[config.mk]
export PLATFORM = sky130hd
export DESIGN_NAME = led_strip_pulse_encoder_core_flat
export DESIGN_NICKNAME = d
export VERILOG_FILES = /design/src/rtl/lspe_pkg.sv /design/src/rtl/lspe_if.sv /design/src/rtl/lspe_csr.sv /design/src/rtl/lspe_slot_map.sv /design/src/rtl/lspe_serializer.sv /design/src/rtl/led_strip_pulse_encoder_core.sv /design/src/flat_wrapper.sv
export SDC_FILE = /design/constraint.sdc
export NUM_CORES = 1
export LEC_CHECK = 0
export BUFFER_PORTS_ARGS = -buffer_cell sky130_fd_sc_hd__buf_2
export CORE_MARGIN = 5
export CORE_UTILIZATION = 40
export DETAILED_ROUTE_END_ITERATION = 8
export GPL_TIMING_DRIVEN = 0
export SLEW_MARGIN = 0
export SYNTH_ARGS = -nofsm -noshare
export SYNTH_HDL_FRONTEND = slang
export SYNTH_HIERARCHICAL = 1
export SYNTH_SLANG_ARGS = --single-unit
[constraint.sdc]
create_clock -name clock -period 3.7 [get_ports clock]
set_clock_uncertainty 0.05 [all_clocks]
set_input_delay 0.74 -clock clock [delete_from_list [all_inputs] [get_ports clock]]
set_output_delay 0.74 -clock clock [all_outputs]
set_load 0.02 [all_outputs]
[src/rtl/lspe_pkg.sv]
// lspe_pkg: shared types, constants and register map of the led strip pulse encoder
// no dependencies; imported by every other file of the block

package lspe_pkg;

   // slot geometry
   localparam int MAX_SLOTS     = 4;
   localparam int BITS_PER_SLOT = 8;
   localparam int SLOT_IDX_W    = 2;
   localparam int CODE_W        = 3;
   localparam int WORD_W        = MAX_SLOTS * BITS_PER_SLOT;
   localparam int LEFT_W        = 5;

   // configuration port geometry
   localparam int CSR_ADDR_W = 5;
   localparam int CSR_DATA_W = 32;

   // register indexes (byte address 4*index)
   typedef enum logic [2:0] {
      REG_SLOT_COUNT      = 3'd0,
      REG_SLOT_COLORS     = 3'd1,
      REG_ONE_HIGH_TICKS  = 3'd2,
      REG_ONE_LOW_TICKS   = 3'd3,
      REG_ZERO_HIGH_TICKS = 3'd4,
      REG_ZERO_LOW_TICKS  = 3'd5
   } csr_index_type;

   // slot codes
   typedef enum logic [CODE_W-1:0] {
      SLOT_WHITE = 3'd0,
      SLOT_RED   = 3'd1,
      SLOT_GREEN = 3'd2,
      SLOT_BLUE  = 3'd3
   } slot_code_type;

   // reset values
   localparam logic [2:0]  RST_SLOT_COUNT      = 3'd3;
   localparam logic [11:0] RST_SLOT_COLORS     = 12'd1122;
   localparam logic [7:0]  RST_ONE_HIGH_TICKS  = 8'd27;
   localparam logic [7:0]  RST_ONE_LOW_TICKS   = 8'd1;
   localparam logic [7:0]  RST_ZERO_HIGH_TICKS = 8'd9;
   localparam logic [7:0]  RST_ZERO_LOW_TICKS  = 8'd17;

   // configuration as seen by the datapath
   typedef struct packed {
      logic [2:0]  slot_count;
      logic [11:0] slot_colors;
      logic [7:0]  one_high_ticks;
      logic [7:0]  one_low_ticks;
      logic [7:0]  zero_high_ticks;
      logic [7:0]  zero_low_ticks;
   } cfg_type;

   // pixel after slot mapping
   typedef struct packed {
      logic [WORD_W-1:0] word;
      logic [LEFT_W-1:0] left;
      logic              bad;
   } map_type;

   // serializer status for the top level
   typedef struct packed {
      logic busy;
      logic emit;
   } ser_status_type;

endpackage

[src/rtl/lspe_if.sv]
// lspe_req_if / lspe_rsp_if: valid-ready channels for pixel words and pulse words
// depends on lspe_pkg

interface lspe_req_if
   import lspe_pkg::*;
   ();
   logic       valid;
   logic       ready;
   logic [7:0] red;
   logic [7:0] green;
   logic [7:0] blue;
   logic       frame_end;

   modport source (output valid, red, green, blue, frame_end, input ready);
   modport sink   (input valid, red, green, blue, frame_end, output ready);
endinterface

interface lspe_rsp_if
   import lspe_pkg::*;
   ();
   logic       valid;
   logic       ready;
   logic       bit_value;
   logic [7:0] high_time;
   logic [7:0] low_time;
   logic       pixel_last;
   logic       frame_last;
   logic       bad_mapping;

   modport source (output valid, bit_value, high_time, low_time, pixel_last, frame_last,
                   bad_mapping, input ready);
   modport sink   (input valid, bit_value, high_time, low_time, pixel_last, frame_last,
                   bad_mapping, output ready);
endinterface

[src/rtl/lspe_csr.sv]
// lspe_csr: configuration registers behind an apb-style port
// depends on lspe_pkg

module lspe_csr
   import lspe_pkg::*;
(
   input  logic                  clock,
   input  logic                  reset,
   input  logic                  csr_psel,
   input  logic                  csr_penable,
   input  logic                  csr_pwrite,
   input  logic [CSR_ADDR_W-1:0] csr_paddr,
   input  logic [CSR_DATA_W-1:0] csr_pwdata,
   output logic [CSR_DATA_W-1:0] csr_prdata,
   output logic                  csr_pready,
   output cfg_type               cfg
);

   cfg_type       cfg_ff;
   cfg_type       cfg_in;
   csr_index_type index;
   logic          wr_en;

   assign csr_pready = 1'b1;
   assign index      = csr_index_type'(csr_paddr[CSR_ADDR_W-1:2]);
   assign wr_en      = csr_psel & csr_penable & csr_pwrite & csr_pready;

   // write decode
   always_comb begin
      cfg_in = cfg_ff;
      if (wr_en) begin
         case (index)
            REG_SLOT_COUNT:      cfg_in.slot_count      = csr_pwdata[2:0];
            REG_SLOT_COLORS:     cfg_in.slot_colors     = csr_pwdata[11:0];
            REG_ONE_HIGH_TICKS:  cfg_in.one_high_ticks  = csr_pwdata[7:0];
            REG_ONE_LOW_TICKS:   cfg_in.one_low_ticks   = csr_pwdata[7:0];
            REG_ZERO_HIGH_TICKS: cfg_in.zero_high_ticks = csr_pwdata[7:0];
            REG_ZERO_LOW_TICKS:  cfg_in.zero_low_ticks  = csr_pwdata[7:0];
            default:             cfg_in = cfg_ff;
         endcase
      end
   end

   always_ff @(posedge clock) begin
      if (reset) begin
         cfg_ff.slot_count      <= RST_SLOT_COUNT;
         cfg_ff.slot_colors     <= RST_SLOT_COLORS;
         cfg_ff.one_high_ticks  <= RST_ONE_HIGH_TICKS;
         cfg_ff.one_low_ticks   <= RST_ONE_LOW_TICKS;
         cfg_ff.zero_high_ticks <= RST_ZERO_HIGH_TICKS;
         cfg_ff.zero_low_ticks  <= RST_ZERO_LOW_TICKS;
      end else begin
         cfg_ff <= cfg_in;
      end
   end

   // read mux
   always_comb begin
      case (index)
         REG_SLOT_COUNT:      csr_prdata = {29'd0, cfg_ff.slot_count};
         REG_SLOT_COLORS:     csr_prdata = {20'd0, cfg_ff.slot_colors};
         REG_ONE_HIGH_TICKS:  csr_prdata = {24'd0, cfg_ff.one_high_ticks};
         REG_ONE_LOW_TICKS:   csr_prdata = {24'd0, cfg_ff.one_low_ticks};
         REG_ZERO_HIGH_TICKS: csr_prdata = {24'd0, cfg_ff.zero_high_ticks};
         REG_ZERO_LOW_TICKS:  csr_prdata = {24'd0, cfg_ff.zero_low_ticks};
         default:             csr_prdata = '0;
      endcase
   end

   assign cfg = cfg_ff;

endmodule

[src/rtl/lspe_slot_map.sv]
// lspe_slot_map: reorders a pixel into wire order and checks the slot codes
// depends on lspe_pkg

module lspe_slot_map
   import lspe_pkg::*;
(
   input  cfg_type    cfg,
   input  logic [7:0] red,
   input  logic [7:0] green,
   input  logic [7:0] blue,
   output map_type    map
);

   logic [SLOT_IDX_W-1:0] last_slot;

   // clamp the slot count to 1..MAX_SLOTS, kept as index of the last slot
   always_comb begin
      if (cfg.slot_count == 3'd0) begin
         last_slot = '0;
      end else if (cfg.slot_count > 3'(MAX_SLOTS)) begin
         last_slot = SLOT_IDX_W'(MAX_SLOTS - 1);
      end else begin
         last_slot = SLOT_IDX_W'(cfg.slot_count - 3'd1);
      end
   end

   // pick one byte per slot, slot 0 goes out first
   always_comb begin
      logic [CODE_W-1:0] code;
      logic              used;
      map.word = '0;
      map.bad  = 1'b0;
      map.left = {last_slot, 3'b111};
      for (int s = 0; s < MAX_SLOTS; s++) begin
         code = cfg.slot_colors[CODE_W*s +: CODE_W];
         used = (SLOT_IDX_W'(s) <= last_slot);
         if (used) begin
            case (code)
               SLOT_WHITE: map.word[WORD_W-1-BITS_PER_SLOT*s -: BITS_PER_SLOT] = 8'd0;
               SLOT_RED:   map.word[WORD_W-1-BITS_PER_SLOT*s -: BITS_PER_SLOT] = red;
               SLOT_GREEN: map.word[WORD_W-1-BITS_PER_SLOT*s -: BITS_PER_SLOT] = green;
               SLOT_BLUE:  map.word[WORD_W-1-BITS_PER_SLOT*s -: BITS_PER_SLOT] = blue;
               default:    map.bad = 1'b1;
            endcase
         end
      end
   end

endmodule

[src/rtl/lspe_serializer.sv]
// lspe_serializer: shift register that sends one pulse word per bit into an output register
// depends on lspe_pkg, lspe_if

module lspe_serializer
   import lspe_pkg::*;
(
   input  logic           clock,
   input  logic           reset,
   input  cfg_type        cfg,
   input  map_type        map,
   lspe_req_if.sink       req,
   lspe_rsp_if.source     rsp,
   output ser_status_type status
);

   logic              busy_ff, busy_in;
   logic [WORD_W-1:0] shift_ff, shift_in;
   logic [LEFT_W-1:0] left_ff, left_in;
   logic              bad_ff, bad_in;
   logic              fe_ff, fe_in;

   logic       out_valid_ff, out_valid_in;
   logic       out_bit_ff, out_bit_in;
   logic [7:0] out_high_ff, out_high_in;
   logic [7:0] out_low_ff, out_low_in;
   logic       out_plast_ff, out_plast_in;
   logic       out_flast_ff, out_flast_in;
   logic       out_bad_ff, out_bad_in;

   logic emit;
   logic last;
   logic load;
   logic cur_bit;

   // handshake decisions
   assign emit      = busy_ff & (~out_valid_ff | rsp.ready);
   assign last      = bad_ff | (left_ff == '0);
   assign req.ready = ~busy_ff | (emit & last);
   assign load      = req.valid & req.ready;
   assign cur_bit   = shift_ff[WORD_W-1];

   // shifter next state
   always_comb begin
      busy_in  = busy_ff;
      shift_in = shift_ff;
      left_in  = left_ff;
      bad_in   = bad_ff;
      fe_in    = fe_ff;
      if (load) begin
         busy_in  = 1'b1;
         shift_in = map.word;
         left_in  = map.left;
         bad_in   = map.bad;
         fe_in    = req.frame_end;
      end else if (emit) begin
         busy_in  = ~last;
         shift_in = {shift_ff[WORD_W-2:0], 1'b0};
         left_in  = left_ff - LEFT_W'(1);
      end
   end

   // pulse word for the current bit
   always_comb begin
      out_valid_in = out_valid_ff & ~rsp.ready;
      out_bit_in   = out_bit_ff;
      out_high_in  = out_high_ff;
      out_low_in   = out_low_ff;
      out_plast_in = out_plast_ff;
      out_flast_in = out_flast_ff;
      out_bad_in   = out_bad_ff;
      if (emit) begin
         out_valid_in = 1'b1;
         out_plast_in = last;
         out_flast_in = last & fe_ff;
         out_bad_in   = bad_ff;
         if (bad_ff) begin
            out_bit_in  = 1'b0;
            out_high_in = 8'd0;
            out_low_in  = 8'd0;
         end else begin
            out_bit_in  = cur_bit;
            out_high_in = cur_bit ? cfg.one_high_ticks : cfg.zero_high_ticks;
            out_low_in  = cur_bit ? cfg.one_low_ticks : cfg.zero_low_ticks;
         end
      end
   end

   // control registers
   always_ff @(posedge clock) begin
      if (reset) begin
         busy_ff      <= 1'b0;
         out_valid_ff <= 1'b0;
      end else begin
         busy_ff      <= busy_in;
         out_valid_ff <= out_valid_in;
      end
   end

   // payload registers
   always_ff @(posedge clock) begin
      shift_ff     <= shift_in;
      left_ff      <= left_in;
      bad_ff       <= bad_in;
      fe_ff        <= fe_in;
      out_bit_ff   <= out_bit_in;
      out_high_ff  <= out_high_in;
      out_low_ff   <= out_low_in;
      out_plast_ff <= out_plast_in;
      out_flast_ff <= out_flast_in;
      out_bad_ff   <= out_bad_in;
   end

   assign rsp.valid       = out_valid_ff;
   assign rsp.bit_value   = out_bit_ff;
   assign rsp.high_time   = out_high_ff;
   assign rsp.low_time    = out_low_ff;
   assign rsp.pixel_last  = out_plast_ff;
   assign rsp.frame_last  = out_flast_ff;
   assign rsp.bad_mapping = out_bad_ff;

   assign status.busy = busy_ff;
   assign status.emit = emit;

endmodule

[src/rtl/led_strip_pulse_encoder_core.sv]
// led_strip_pulse_encoder_core: pixel to pulse word encoder for addressable led strips
// a pixel word is loaded into the shift register; each pulse word then passes through the output register
// 8 * slots pulse words per pixel, one per cycle unless rsp ready stalls the output register,
//   a single word for a pixel with a bad slot map; the next pixel is taken on the last bit
// reset: synchronous, clears the shifter busy flag and output valid, loads register defaults
// depends on lspe_pkg, lspe_if, lspe_csr, lspe_slot_map, lspe_serializer

module led_strip_pulse_encoder_core
   import lspe_pkg::*;
(
   input  logic                  clock,
   input  logic                  reset,
   lspe_req_if.sink              req_bus,
   lspe_rsp_if.source            rsp_bus,
   input  logic                  csr_psel,
   input  logic                  csr_penable,
   input  logic                  csr_pwrite,
   input  logic [CSR_ADDR_W-1:0] csr_paddr,
   input  logic [CSR_DATA_W-1:0] csr_pwdata,
   output logic [CSR_DATA_W-1:0] csr_prdata,
   output logic                  csr_pready
);

   cfg_type        cfg;
   map_type        map;
   ser_status_type status;

   // configuration registers
   lspe_csr u_csr (
      .clock       (clock),
      .reset       (reset),
      .csr_psel    (csr_psel),
      .csr_penable (csr_penable),
      .csr_pwrite  (csr_pwrite),
      .csr_paddr   (csr_paddr),
      .csr_pwdata  (csr_pwdata),
      .csr_prdata  (csr_prdata),
      .csr_pready  (csr_pready),
      .cfg         (cfg)
   );

   // channel reorder in front of the shifter
   lspe_slot_map u_slot_map (
      .cfg   (cfg),
      .red   (req_bus.red),
      .green (req_bus.green),
      .blue  (req_bus.blue),
      .map   (map)
   );

   // bit serializer and output register
   lspe_serializer u_serializer (
      .clock  (clock),
      .reset  (reset),
      .cfg    (cfg),
      .map    (map),
      .req    (req_bus),
      .rsp    (rsp_bus),
      .status (status)
   );

`ifndef SYNTHESIS
   // an accepted pixel always leaves the shifter busy
   a_accept_busy: assert property (@(posedge clock) disable iff (reset)
      (req_bus.valid && req_bus.ready) |=> status.busy)
      else $error("shifter not busy after pixel accept");

   // a bad map result is a single zeroed, pixel-closing word
   a_bad_word: assert property (@(posedge clock) disable iff (reset)
      (rsp_bus.valid && rsp_bus.bad_mapping) |->
         (rsp_bus.pixel_last && !rsp_bus.bit_value && rsp_bus.high_time == 8'd0))
      else $error("bad map word malformed");

   // frame end is only flagged on the last word of a pixel
   a_frame_in_pixel: assert property (@(posedge clock) disable iff (reset)
      (rsp_bus.valid && rsp_bus.frame_last) |-> rsp_bus.pixel_last)
      else $error("frame_last without pixel_last");

   // the output register only loads while the shifter holds a pixel
   a_emit_busy: assert property (@(posedge clock) disable iff (reset)
      (rsp_bus.valid && !$past(rsp_bus.valid)) |-> $past(status.busy))
      else $error("pulse word without a pixel in the shifter");
`endif

endmodule
[src/flat_wrapper.sv]
// flat-port wrapper written by rule: the top's interface ports become plain ports
module led_strip_pulse_encoder_core_flat import lspe_pkg::*;
  (clock, reset, csr_psel, csr_penable, csr_pwrite, csr_paddr, csr_pwdata, csr_prdata, csr_pready, req_bus_valid, req_bus_red, req_bus_green, req_bus_blue, req_bus_frame_end, req_bus_ready, rsp_bus_valid, rsp_bus_bit_value, rsp_bus_high_time, rsp_bus_low_time, rsp_bus_pixel_last, rsp_bus_frame_last, rsp_bus_bad_mapping, rsp_bus_ready);
  lspe_req_if req_bus_i ();
  lspe_rsp_if rsp_bus_i ();
  input  logic clock;
  input  logic reset;
  input  logic csr_psel;
  input  logic csr_penable;
  input  logic csr_pwrite;
  input  logic [CSR_ADDR_W-1:0] csr_paddr;
  input  logic [CSR_DATA_W-1:0] csr_pwdata;
  output logic [CSR_DATA_W-1:0] csr_prdata;
  output logic csr_pready;
  input wire logic [$bits(req_bus_i.valid)-1:0] req_bus_valid;
  input wire logic [$bits(req_bus_i.red)-1:0] req_bus_red;
  input wire logic [$bits(req_bus_i.green)-1:0] req_bus_green;
  input wire logic [$bits(req_bus_i.blue)-1:0] req_bus_blue;
  input wire logic [$bits(req_bus_i.frame_end)-1:0] req_bus_frame_end;
  output wire logic [$bits(req_bus_i.ready)-1:0] req_bus_ready;
  output wire logic [$bits(rsp_bus_i.valid)-1:0] rsp_bus_valid;
  output wire logic [$bits(rsp_bus_i.bit_value)-1:0] rsp_bus_bit_value;
  output wire logic [$bits(rsp_bus_i.high_time)-1:0] rsp_bus_high_time;
  output wire logic [$bits(rsp_bus_i.low_time)-1:0] rsp_bus_low_time;
  output wire logic [$bits(rsp_bus_i.pixel_last)-1:0] rsp_bus_pixel_last;
  output wire logic [$bits(rsp_bus_i.frame_last)-1:0] rsp_bus_frame_last;
  output wire logic [$bits(rsp_bus_i.bad_mapping)-1:0] rsp_bus_bad_mapping;
  input wire logic [$bits(rsp_bus_i.ready)-1:0] rsp_bus_ready;
  assign req_bus_i.valid = req_bus_valid;
  assign req_bus_i.red = req_bus_red;
  assign req_bus_i.green = req_bus_green;
  assign req_bus_i.blue = req_bus_blue;
  assign req_bus_i.frame_end = req_bus_frame_end;
  assign req_bus_ready = req_bus_i.ready;
  assign rsp_bus_valid = rsp_bus_i.valid;
  assign rsp_bus_bit_value = rsp_bus_i.bit_value;
  assign rsp_bus_high_time = rsp_bus_i.high_time;
  assign rsp_bus_low_time = rsp_bus_i.low_time;
  assign rsp_bus_pixel_last = rsp_bus_i.pixel_last;
  assign rsp_bus_frame_last = rsp_bus_i.frame_last;
  assign rsp_bus_bad_mapping = rsp_bus_i.bad_mapping;
  assign rsp_bus_i.ready = rsp_bus_ready;
  led_strip_pulse_encoder_core u_core (.clock(clock), .reset(reset), .req_bus(req_bus_i), .rsp_bus(rsp_bus_i), .csr_psel(csr_psel), .csr_penable(csr_penable), .csr_pwrite(csr_pwrite), .csr_paddr(csr_paddr), .csr_pwdata(csr_pwdata), .csr_prdata(csr_prdata), .csr_pready(csr_pready));
endmodule
==> results.md, run 1 <==
- Outcome: complete, no violations
- Worst skew pair latency: 360 ps
- Global route overflow: 0
- Max-cap violation count: 0
- Ys Warns: 6
- Net count, final: 756
- VDD IR max: 243 uV
- Crit-path leading delay family: buffers and inverters
- Minimum clock period: 2820 ps
- Layout area overhead: 17.8%
- RSZ-0062 raised after global routing: no
- Post-synthesis cell count: 573
- Endpoints failing hold: 0
- CTS Root Cell: clkbuf_16
- Detail Route Antenna Nets: 0
- GRT Util Overall: 0.172
- Final Non-Filler Cells: 906
- Avg WL per Cell: 17.3 um
- Number of buffers created by CTS: 9
- Routed WL: 15700 um
- Die Footprint: 0.0185 mm2
- Final period utilization: 0.763
- Routability cong.: 0.890
- Most frequent CP cell: buf_2
- Peak Freq: 354 MHz
- WP data required: 2910 ps
- CTS H-tree lvls: 3
- Lkg Pwr: 0.00321 uW
- Worst Tran Pin Value: 670 ps
- Post-placement cell area: 0.00716 mm2
- Buf/Inv on CP: 4
- Crit. End Element: output pin
- Crit-path cells: buf_2, buf_2, clkbuf_1, a221oi_1, nor2_1, buf_2
- DRC errors left: 0
- Vias in the first global route: 4601
- Hpwl dp: 11800 um
- Cell Pwr Density: 379 mW/mm2
- # fillers: 1467
- Reg clk slew, reported paths: 80 ps
- CP max stage cell: clkbuf_1
- Ports: 124
- Core Footprint: 0.0157 mm2
- CTS resizes: 0
- Max Fanout on Critical Path: 10
- Post-Route Utilization: 0.477
- Worst stage delay on the critical path: 430 ps
- Pre-antenna DRT Iters: 5
- Die height: 136 um
- Syn_area_per_cell: 11.1 um2
- N_diodes: 0
- Antenna violations before repair: 0
- Initial Util: 0.405
- Hold buffer count at cts: 0
- Port Buffers: 78
- Final setup fails: 0
- DR vias: 4517
- Rows: 46
- CTS tree: built
- Placed Cells: 890
- Clock Tree Buf Depth: 2
- Total clock sinks: 108
- Proportion of layout cells with a drive suffix above 1: 0.346
- WS Path Type: in -> out
- DR iter-0 viols: 309
- Critical Path Start Type: input pin
- Mapped cell area: 0.00636 mm2
- Worst Path Arrival: 2030 ps
- DIE WIDTH: 136 um
- Slew HR: 0.552
- Pin count of the biggest net entering global routing: 22
- Worst hold path type: reg -> reg
- Slew Viols, Final: 0
- Global-route wire length before repair: 24700 um
- Setup bufs post-CTS: 0
- Vias per cell: 4.99
- Post-route cell area: 0.00749 mm2
## layout by cell type (no fill, tap or decap), drive strengths merged, types with 3 or more instances in the layout
master  count
buf       135
nor2       85
mux2       72
mux2i      71
edfxtp     59
dfxtp      49
nand2b     41
a22oi      32
conb       24
inv        18
clkbuf     17
o21ai      16
nor2b      15
o21a        5
and2        5
a221oi      4
o221ai      4
a21oi       4
or3         3
nand2       3
xor2        3
nor3        3
o21bai      3
## routing by layer
metal  wire length, um  vias to the layer above  global-route usage
met2              7270                      118               0.269
met4               253                        0              0.0633
met3               664                       20              0.0248
li1                  -                     2223                   -
met1              7490                     2156               0.241
met5                 0                        -                   0
## through the flow
step / hold WS, ps / setup WS, ps / TNS [ps] / power (uW)
CTS: 407 / 891 / 0 / 2860
finish: 406 / 878 / 0 / 2840
floorplan: 374 / 544 / 0 / 1650
global placement: 384 / -434 / -15970 / 1760
global route: 436 / 834 / 0 / 2950
detailed placement: 387 / 882 / 0 / 1770
## worst paths after layout
check / startpoint / endpoint / slack, ps / cells past startpoint
setup reg to reg: u_core/u_serializer/left_ff[0]$_DFFE_PP_ / u_core/u_serializer/shift_ff[28]$_DFFE_PP_ / 1480 / 7
setup / recovery: csr_paddr[4] / csr_prdata[7] / 880 / 6
hold reg to reg: u_core/u_serializer/bad_ff$_DFFE_PP_ / u_core/u_serializer/rsp.bad_mapping$_DFFE_PP_ / 410 / 0
hold / removal: u_core/u_serializer/bad_ff$_DFFE_PP_ / u_core/u_serializer/rsp.bad_mapping$_DFFE_PP_ / 410 / 0
## where the power goes
group / total (uW) / switching, uW / internal, uW / leakage [uW]
Clock: 1090 / 479 / 613 / 0.000166
Combinational: 392 / 212 / 180 / 0.00207
Sequential: 1350 / 24.2 / 1330 / 0.000976
Total: 2840 / 715 / 2120 / 0.00321
## worst register-to-register path: stages (launching register included)
cell and delay, ps:
edfxtp_1 360, inv_1 60, ha_1 230, nor4b_4 150, o311ai_2 400, buf_6 240, buf_8 170, mux2_4 320
## area by class of cell
class	count	area (um2)	share of cell area
buffer	63	468	0.0625
clock buffer	9	225	0.0301
clock inverter	7	111	0.0149
inverter	13	48.8	0.00651
multi-input combinational	410	3180	0.425
sequential	108	2750	0.367
tap	216	270	0.0361
timing repair buffer	80	433	0.0578
## flip-flops by register name, summed over array words and instances, names as in the netlist, 5 cells and up
signal and count:
u_core/u_csr/cfg 47, u_core/u_serializer/shift_ff 32, u_core/u_serializer/rsp.high_time 8, u_core/u_serializer/rsp.low_time 8, u_core/u_serializer/left_ff 5
No activity file was read; power rests on OpenSTA's default activity.
==> inputs of run 2 (changes only) <==
==> constraint.sdc (replaced) <==
create_clock -name clock -period 2.7 [get_ports clock]
set_clock_uncertainty 0.05 [all_clocks]
set_input_delay 0.54 -clock clock [delete_from_list [all_inputs] [get_ports clock]]
set_output_delay 0.54 -clock clock [all_outputs]
set_load 0.02 [all_outputs]
==> results.md, run 2 (synthesis results as in run 1) <==
- Post-placement setup slack: 311 ps (was 882 ps)
- Endpoints failing hold: 0 (unchanged)
- Core Footprint: 0.0157 mm2 (unchanged)
- Worst skew pair latency: 360 ps (about the same)
- Combinational Power Share: 0.147 (was 0.138)
- Die height: 136 um (unchanged)
- Worst Path Arrival: 1830 ps (was 2030 ps)
- Initial Util: 0.405 (unchanged)
- Setup TNS: 0 ps (unchanged)
- DR vias: 4557 (was 4517)
- Number of buffers created by CTS: 9 (unchanged)
- Routed WL: 15700 um (about the same)
- Ports: 124 (unchanged)
- Net Sw Power: 949 uW (was 715 uW)
- Commonest non-fill, non-tap cell in the layout: buf_2 (unchanged)
- Layout area overhead: 16.9% (was 17.8%)
- Hold buffer count at cts: 0 (unchanged)
- Outcome: complete, no violations (unchanged)
- Lkg Pwr: 0.00318 uW (was 0.00321 uW)
- Cell Pwr Density: 492 mW/mm2 (was 379 mW/mm2)
- Peak Freq: 413 MHz
- Global route overflow: 0 (unchanged)
- CTS Root Cell: clkbuf_16 (unchanged)
- Detail Route Antenna Nets: 0 (unchanged)
- Die Footprint: 0.0185 mm2 (unchanged)
- DR WL met2: 7460 um (was 7270 um)
- Crit. End Element: output pin (unchanged)
- DR iter-0 viols: 301 (was 309)
- Hpwl dp: 11900 um (was 11800 um)
- WS Path Type: in -> out (unchanged)
- Port Buffers: 78 (unchanged)
- Worst stage delay on the critical path: 430 ps (about the same)
- Global-route wire length before repair: 24800 um (was 24700 um)
- Max Fanout on Critical Path: 10 (unchanged)
- Power share of the clock group: 0.346 (was 0.385)
- Worst hold path type: in -> reg (was reg -> reg)
- N_diodes: 0 (unchanged)
- Max-cap violation count: 0 (unchanged)
- CP max stage cell: clkbuf_1 (unchanged)
- Rows: 46 (unchanged)
- Pre-antenna DRT Iters: 5 (unchanged)
- CTS resizes: 0 (unchanged)
- Met1 wire length: 7330 um (was 7490 um)
- Final period utilization: 0.897
- Reg clk slew, reported paths: 80 ps (about the same)
- Final setup fails: 0 (unchanged)
- Slew Viols, Final: 0 (unchanged)
- VDD IR max: 341 uV (was 243 uV)
- Crit-path cells: buf_2, buf_2, clkbuf_1, a221oi_1, nor2_1, buf_2 (unchanged)
- Most frequent CP cell: buf_2 (unchanged)
- Sw Share: 0.260 (was 0.252)
- Met3 routed WL: 692 um (was 664 um)
- DIE WIDTH: 136 um (unchanged)
- CTS H-tree lvls: 3 (unchanged)
- Seq pwr share: 0.507 (was 0.477)
- Proportion of layout cells with a drive suffix above 1: 0.345 (was 0.346)
- GRT Util Overall: 0.173 (was 0.172)
- Most frequent cells in the layout: buf_2, nor2_1, mux2i_1 (unchanged)
- Total clock sinks: 108 (unchanged)
- Largest register FFs: 47 (unchanged)
- Avg WL per Cell: 17.3 um (about the same)
- Internal power: 2710 uW (was 2120 uW)
- Vias in the first global route: 4639 (was 4601)
- Vias per cell: 5.03 (was 4.99)
- DR top layer: met4 (unchanged)
- RSZ-0062 raised after global routing: no (unchanged)
- Net count, final: 756 (unchanged)
- Minimum clock period: 2420 ps
- Pin count of the biggest net entering global routing: 24 (was 22)
- CTS tree: built (unchanged)
- Slew HR: 0.614 (was 0.552)
- Routability cong.: 0.914 (was 0.890)
- DRC errors left: 0 (unchanged)
- Clock Tree Buf Depth: 2 (unchanged)
- Critical Path Start Type: input pin (unchanged)
- Buf/Inv on CP: 4 (unchanged)
- WP data required: 2110 ps (was 2910 ps)
- Antenna violations before repair: 0 (unchanged)
- Setup WS post-layout: 278 ps (was 878 ps)
- Crit-path leading delay family: buffers and inverters (unchanged)
- Setup bufs post-CTS: 0 (unchanged)
- Worst Tran Pin Value: 580 ps (was 670 ps)
run 2: layout make-up:
class                   count  area, um2
plain buffers              63        468
clock buffers               9        225
clock inverters             7       52.6
fillers                  1482       8280
inverters                  13       48.8
multi-input cells         410       3180
flip-flops and latches    108       2750
well taps                 216        270
repair buffers             80        433
run 2: layer usage:
| metal | track usage | vias to the layer above |
|---|---|---|
| met5 | 0 | - |
| met4 | 0.0627 | 0 |
| met3 | 0.0278 | 16 |
| met2 | 0.277 | 114 |
| met1 | 0.237 | 2209 |
| li1 | - | 2218 |
run 2: stage by stage:
step	instance area, um2	hold WS (ps)	utilization	std cells	power (uW)
after floorplan	6440	374	-	594	2260
after global placement	7100	382	0.452	888	2410
after detailed placement	7160	384	0.455	890	2430
after CTS	7430	313	0.473	906	3690
after global routing	7430	312	0.473	906	3810
final	7430	320	0.473	906	3660
run 2: power groups by stage:
| stage | logic [uW] | clock network [uW] | registers [uW] |
|---|---|---|---|
| final | 537 | 1260 | 1860 |
| after detailed placement | 535 | 0 | 1890 |
| after global routing | 578 | 1370 | 1860 |
| after floorplan | 359 | 0 | 1900 |
| after global placement | 516 | 0 | 1890 |
| after CTS | 537 | 1290 | 1860 |
run 2: worst paths after layout:
kind              slack [ps]                                startpoint                                             to  cells past startpoint
setup / recovery         280                              csr_paddr[4]                                  csr_prdata[7]                      6
hold / removal           320                         req_bus_frame_end            u_core/u_serializer/fe_ff$_DFFE_PP_                      1
setup reg to reg         480  u_core/u_serializer/left_ff[0]$_DFFE_PP_     u_core/u_serializer/shift_ff[25]$_DFFE_PP_                      7
hold reg to reg          400      u_core/u_serializer/bad_ff$_DFFE_PP_  u_core/u_serializer/rsp.bad_mapping$_DFFE_PP_                      0
==> inputs of run 3 (changes only) <==
--- a/config.mk
+++ b/config.mk
@@ -13,5 +13,4 @@
 export SLEW_MARGIN = 0
 export SYNTH_ARGS = -nofsm -noshare
 export SYNTH_HDL_FRONTEND = slang
-export SYNTH_HIERARCHICAL = 1
 export SYNTH_SLANG_ARGS = --single-unit
==> results.md, run 3 <==
- DIE WIDTH: 129 um (was 136 um)
- Commonest non-fill, non-tap cell in the layout: buf_2 (unchanged)
- # fillers: 1317 (was 1482)
- Post-placement cell area: 0.00635 mm2 (was 0.00716 mm2)
- Proportion of layout cells with a drive suffix above 1: 0.250 (was 0.345)
- Hold EP: u_core.u_serializer.fe_ff$_DFFE_PN_ (was u_core/u_serializer/fe_ff$_DFFE_PP_)
- Max Fanout on Critical Path: 10 (unchanged)
- Register-to-register setup slack: 280 ps (was 480 ps)
- Hold Crit Start: req_bus_frame_end (unchanged)
- Crit. End Element: output pin (unchanged)
- Hold WS: 318 ps (was 320 ps)
- Routed WL: 15400 um (was 15700 um)
- Worst Path Arrival: 1930 ps (was 1830 ps)
- Cell Pwr Density: 534 mW/mm2 (was 492 mW/mm2)
- Worst hold path type: in -> reg (unchanged)
- DR WL met2: 7100 um (was 7460 um)
- Rows: 43 (was 46)
- R2R depth: 7 (unchanged)
- Pre-antenna DRT Iters: 5 (unchanged)
- Placed Cells: 833 (was 890)
- RSZ-0062 raised after global routing: no (unchanged)
- Mapped cell area: 0.00567 mm2 (was 0.00636 mm2)
- Post-Route Utilization: 0.477 (was 0.473)
- Yosys top cell by area: edfxtp_1
- Core Footprint: 0.0139 mm2 (was 0.0157 mm2)
- Worst skew pair latency: 350 ps (was 360 ps)
- Hpwl dp: 11300 um (was 11900 um)
- Endpoints failing hold: 0 (unchanged)
- GRT Util Overall: 0.187 (was 0.173)
- Port Buffers: 77 (was 78)
- CTS Root Cell: clkbuf_16 (unchanged)
- CTS tree: built (unchanged)
- Post-synth top area share: 0.297
- Met3 routed WL: 697 um (was 692 um)
- Max-cap violation count: 0 (unchanged)
- Unique masters post-synth: 47
- CTS H-tree lvls: 3 (unchanged)
- WP data required: 2110 ps (about the same)
- Sequential area share after synthesis: 0.480
- Met1 wire length: 7300 um (was 7330 um)
- Most frequent cells in the layout: buf_2, nand2_1, nor2_1, edfxtp_1, dfxtp_1 (was buf_2, nor2_1, mux2i_1)
- Ys Warns: 0 (was 6)
- Vias in the first global route: 4391 (was 4639)
- Post-synthesis cell count: 557 (was 573)
- WS Path Type: in -> out (unchanged)
- Final period utilization: 0.934 (was 0.897)
- Lkg Pwr: 0.00270 uW (was 0.00318 uW)
- Synth top area cells: edfxtp_1, dfxtp_1, mux2i_1
- Reg2reg end: u_core.u_serializer.shift_ff[5]$_DFFE_PP_ (was u_core/u_serializer/shift_ff[25]$_DFFE_PP_)
- Final Non-Filler Cells: 849 (was 906)
- EDFF count, synth: 56
- Post-route cell area: 0.00663 mm2 (was 0.00743 mm2)
- Critical Path Start Type: input pin (unchanged)
- DR vias: 4498 (was 4557)
- Reg-to-Reg Start: u_core.u_serializer.left_ff[0]$_SDFFE_PN1P_ (was u_core/u_serializer/left_ff[0]$_DFFE_PP_)
- Worst Tran Pin Value: 1060 ps (was 580 ps)
- Commonest cells in the netlist: nand2_1, edfxtp_1, nor2_1
- Global route overflow: 0 (unchanged)
- DR top layer: met4 (unchanged)
- Layout area overhead: 16.9% (about the same)
- Most numerous cell in the Yosys netlist: nand2_1
- Number of synthesized register bits: 108
- Ports: 124 (unchanged)
- N_diodes: 0 (unchanged)
- Slew HR: 0.289 (was 0.614)
- Clock Tree Buf Depth: 2 (unchanged)
- Pin count of the biggest net entering global routing: 35 (was 24)
- Net count, final: 735 (was 756)
- DR iter-0 viols: 330 (was 301)
- Antenna violations before repair: 0 (unchanged)
- Global-route wire length before repair: 24000 um (was 24800 um)
- Minimum clock period: 2520 ps (was 2420 ps)
- DRC errors left: 0 (unchanged)
- Syn_area_per_cell: 10.2 um2 (was 11.1 um2)
- Largest register FFs: 47 (unchanged)
- Peak Freq: 396 MHz (was 413 MHz)
- Slew Viols, Final: 0 (unchanged)
- Hold buffer count at cts: 0 (unchanged)
- Die height: 129 um (was 136 um)
- Die Footprint: 0.0166 mm2 (was 0.0185 mm2)
- Detail Route Antenna Nets: 0 (unchanged)
- Initial Util: 0.408 (was 0.405)
- Outcome: complete, no violations (unchanged)
- Total clock sinks: 108 (unchanged)
- Vias per cell: 5.30 (was 5.03)
- Routability cong.: 0.982 (was 0.914)
- VDD IR max: 327 uV (was 341 uV)
- Final setup fails: 0 (unchanged)
- Number of buffers created by CTS: 9 (unchanged)
- Worst hold path cell count: 1 (unchanged)
- Synth async-reset ratio: 0
- Dominant synthesized flop cell: edfxtp_1
- Setup TNS: 0 ps (unchanged)
- Avg WL per Cell: 18.1 um (was 17.3 um)
- Reg clk slew, reported paths: 70 ps (was 80 ps)
## run 3: per-layer routing
metal,vias up,GRT usage
met2,121,0.291
met3,16,0.0272
met1,2170,0.265
met5,-,0
met4,0,0.0686
li1,2191,-
## run 3: power by group
group          internal, uW  total [uW]  switching [uW]
Sequential             1820        1840            29.3
Combinational           182         463             281
Clock                   627        1230             603
Total                  2620        3540             914
## run 3: cells by family after synthesis
logic type | after synthesis | share of synthesized area
flip-flops | 108 | 0.480
AO/OA/AOI/OAI | 123 | 0.154
adder cells (fa/ha/maj) | 2 | 0.00442
other | 2 | 0.00133
buffers and inverters | 74 | 0.0693
XOR/XNOR | 3 | 0.00464
multiplexers | 79 | 0.151
AND/OR/NAND/NOR | 166 | 0.135
## run 3: critical path: stages
cell     delay [ps]
buf_2           130
buf_2           270
nor2b_1         450
a21oi_1         140
o22ai_1         200
buf_2           200
## run 3: area by class of cell
| class | count | area [um2] | share of cell area |
|---|---|---|---|
| Buffer | 62 | 350 | 0.0529 |
| Clock buffer | 10 | 229 | 0.0346 |
| Clock inverter | 6 | 37.5 | 0.00567 |
| Inverter | 12 | 45.0 | 0.00680 |
| Multi-Input combinational cell | 394 | 2630 | 0.397 |
| Sequential cell | 108 | 2720 | 0.411 |
| Tap cell | 180 | 225 | 0.0340 |
| Timing Repair Buffer | 77 | 385 | 0.0582 |
## run 3: worst max path at each step
| stage | end | start | cells after the start | slack, ps |
|---|---|---|---|---|
| after floorplan | u_core.u_serializer.left_ff[3]$_DFFE_PP_ | rsp_bus_ready | 5 | 140 |
| after CTS | csr_prdata[7] | csr_paddr[2] | 8 | 130 |
| after global placement | u_core.u_serializer.shift_ff[1]$_DFFE_PP_ | rsp_bus_ready | 6 | -570 |
| after global routing | csr_prdata[7] | csr_paddr[2] | 8 | 40 |
| final | csr_prdata[7] | csr_paddr[2] | 6 | 180 |
| after detailed placement | u_core.u_serializer.shift_ff[1]$_DFFE_PP_ | rsp_bus_ready | 6 | -640 |
## run 3: stage by stage
stage | power (uW) | worst slack [ps]
after floorplan | 2180 | 136
after global placement | 2330 | -569
after detailed placement | 2340 | -638
after CTS | 3560 | 127
after global routing | 3670 | 41.6
final | 3540 | 178
## run 3: timing repair
item	4_1_cts	5_1_grt
resized for setup	2	1
endpoints found under the setup margin	34	1
buffers inserted	0	0
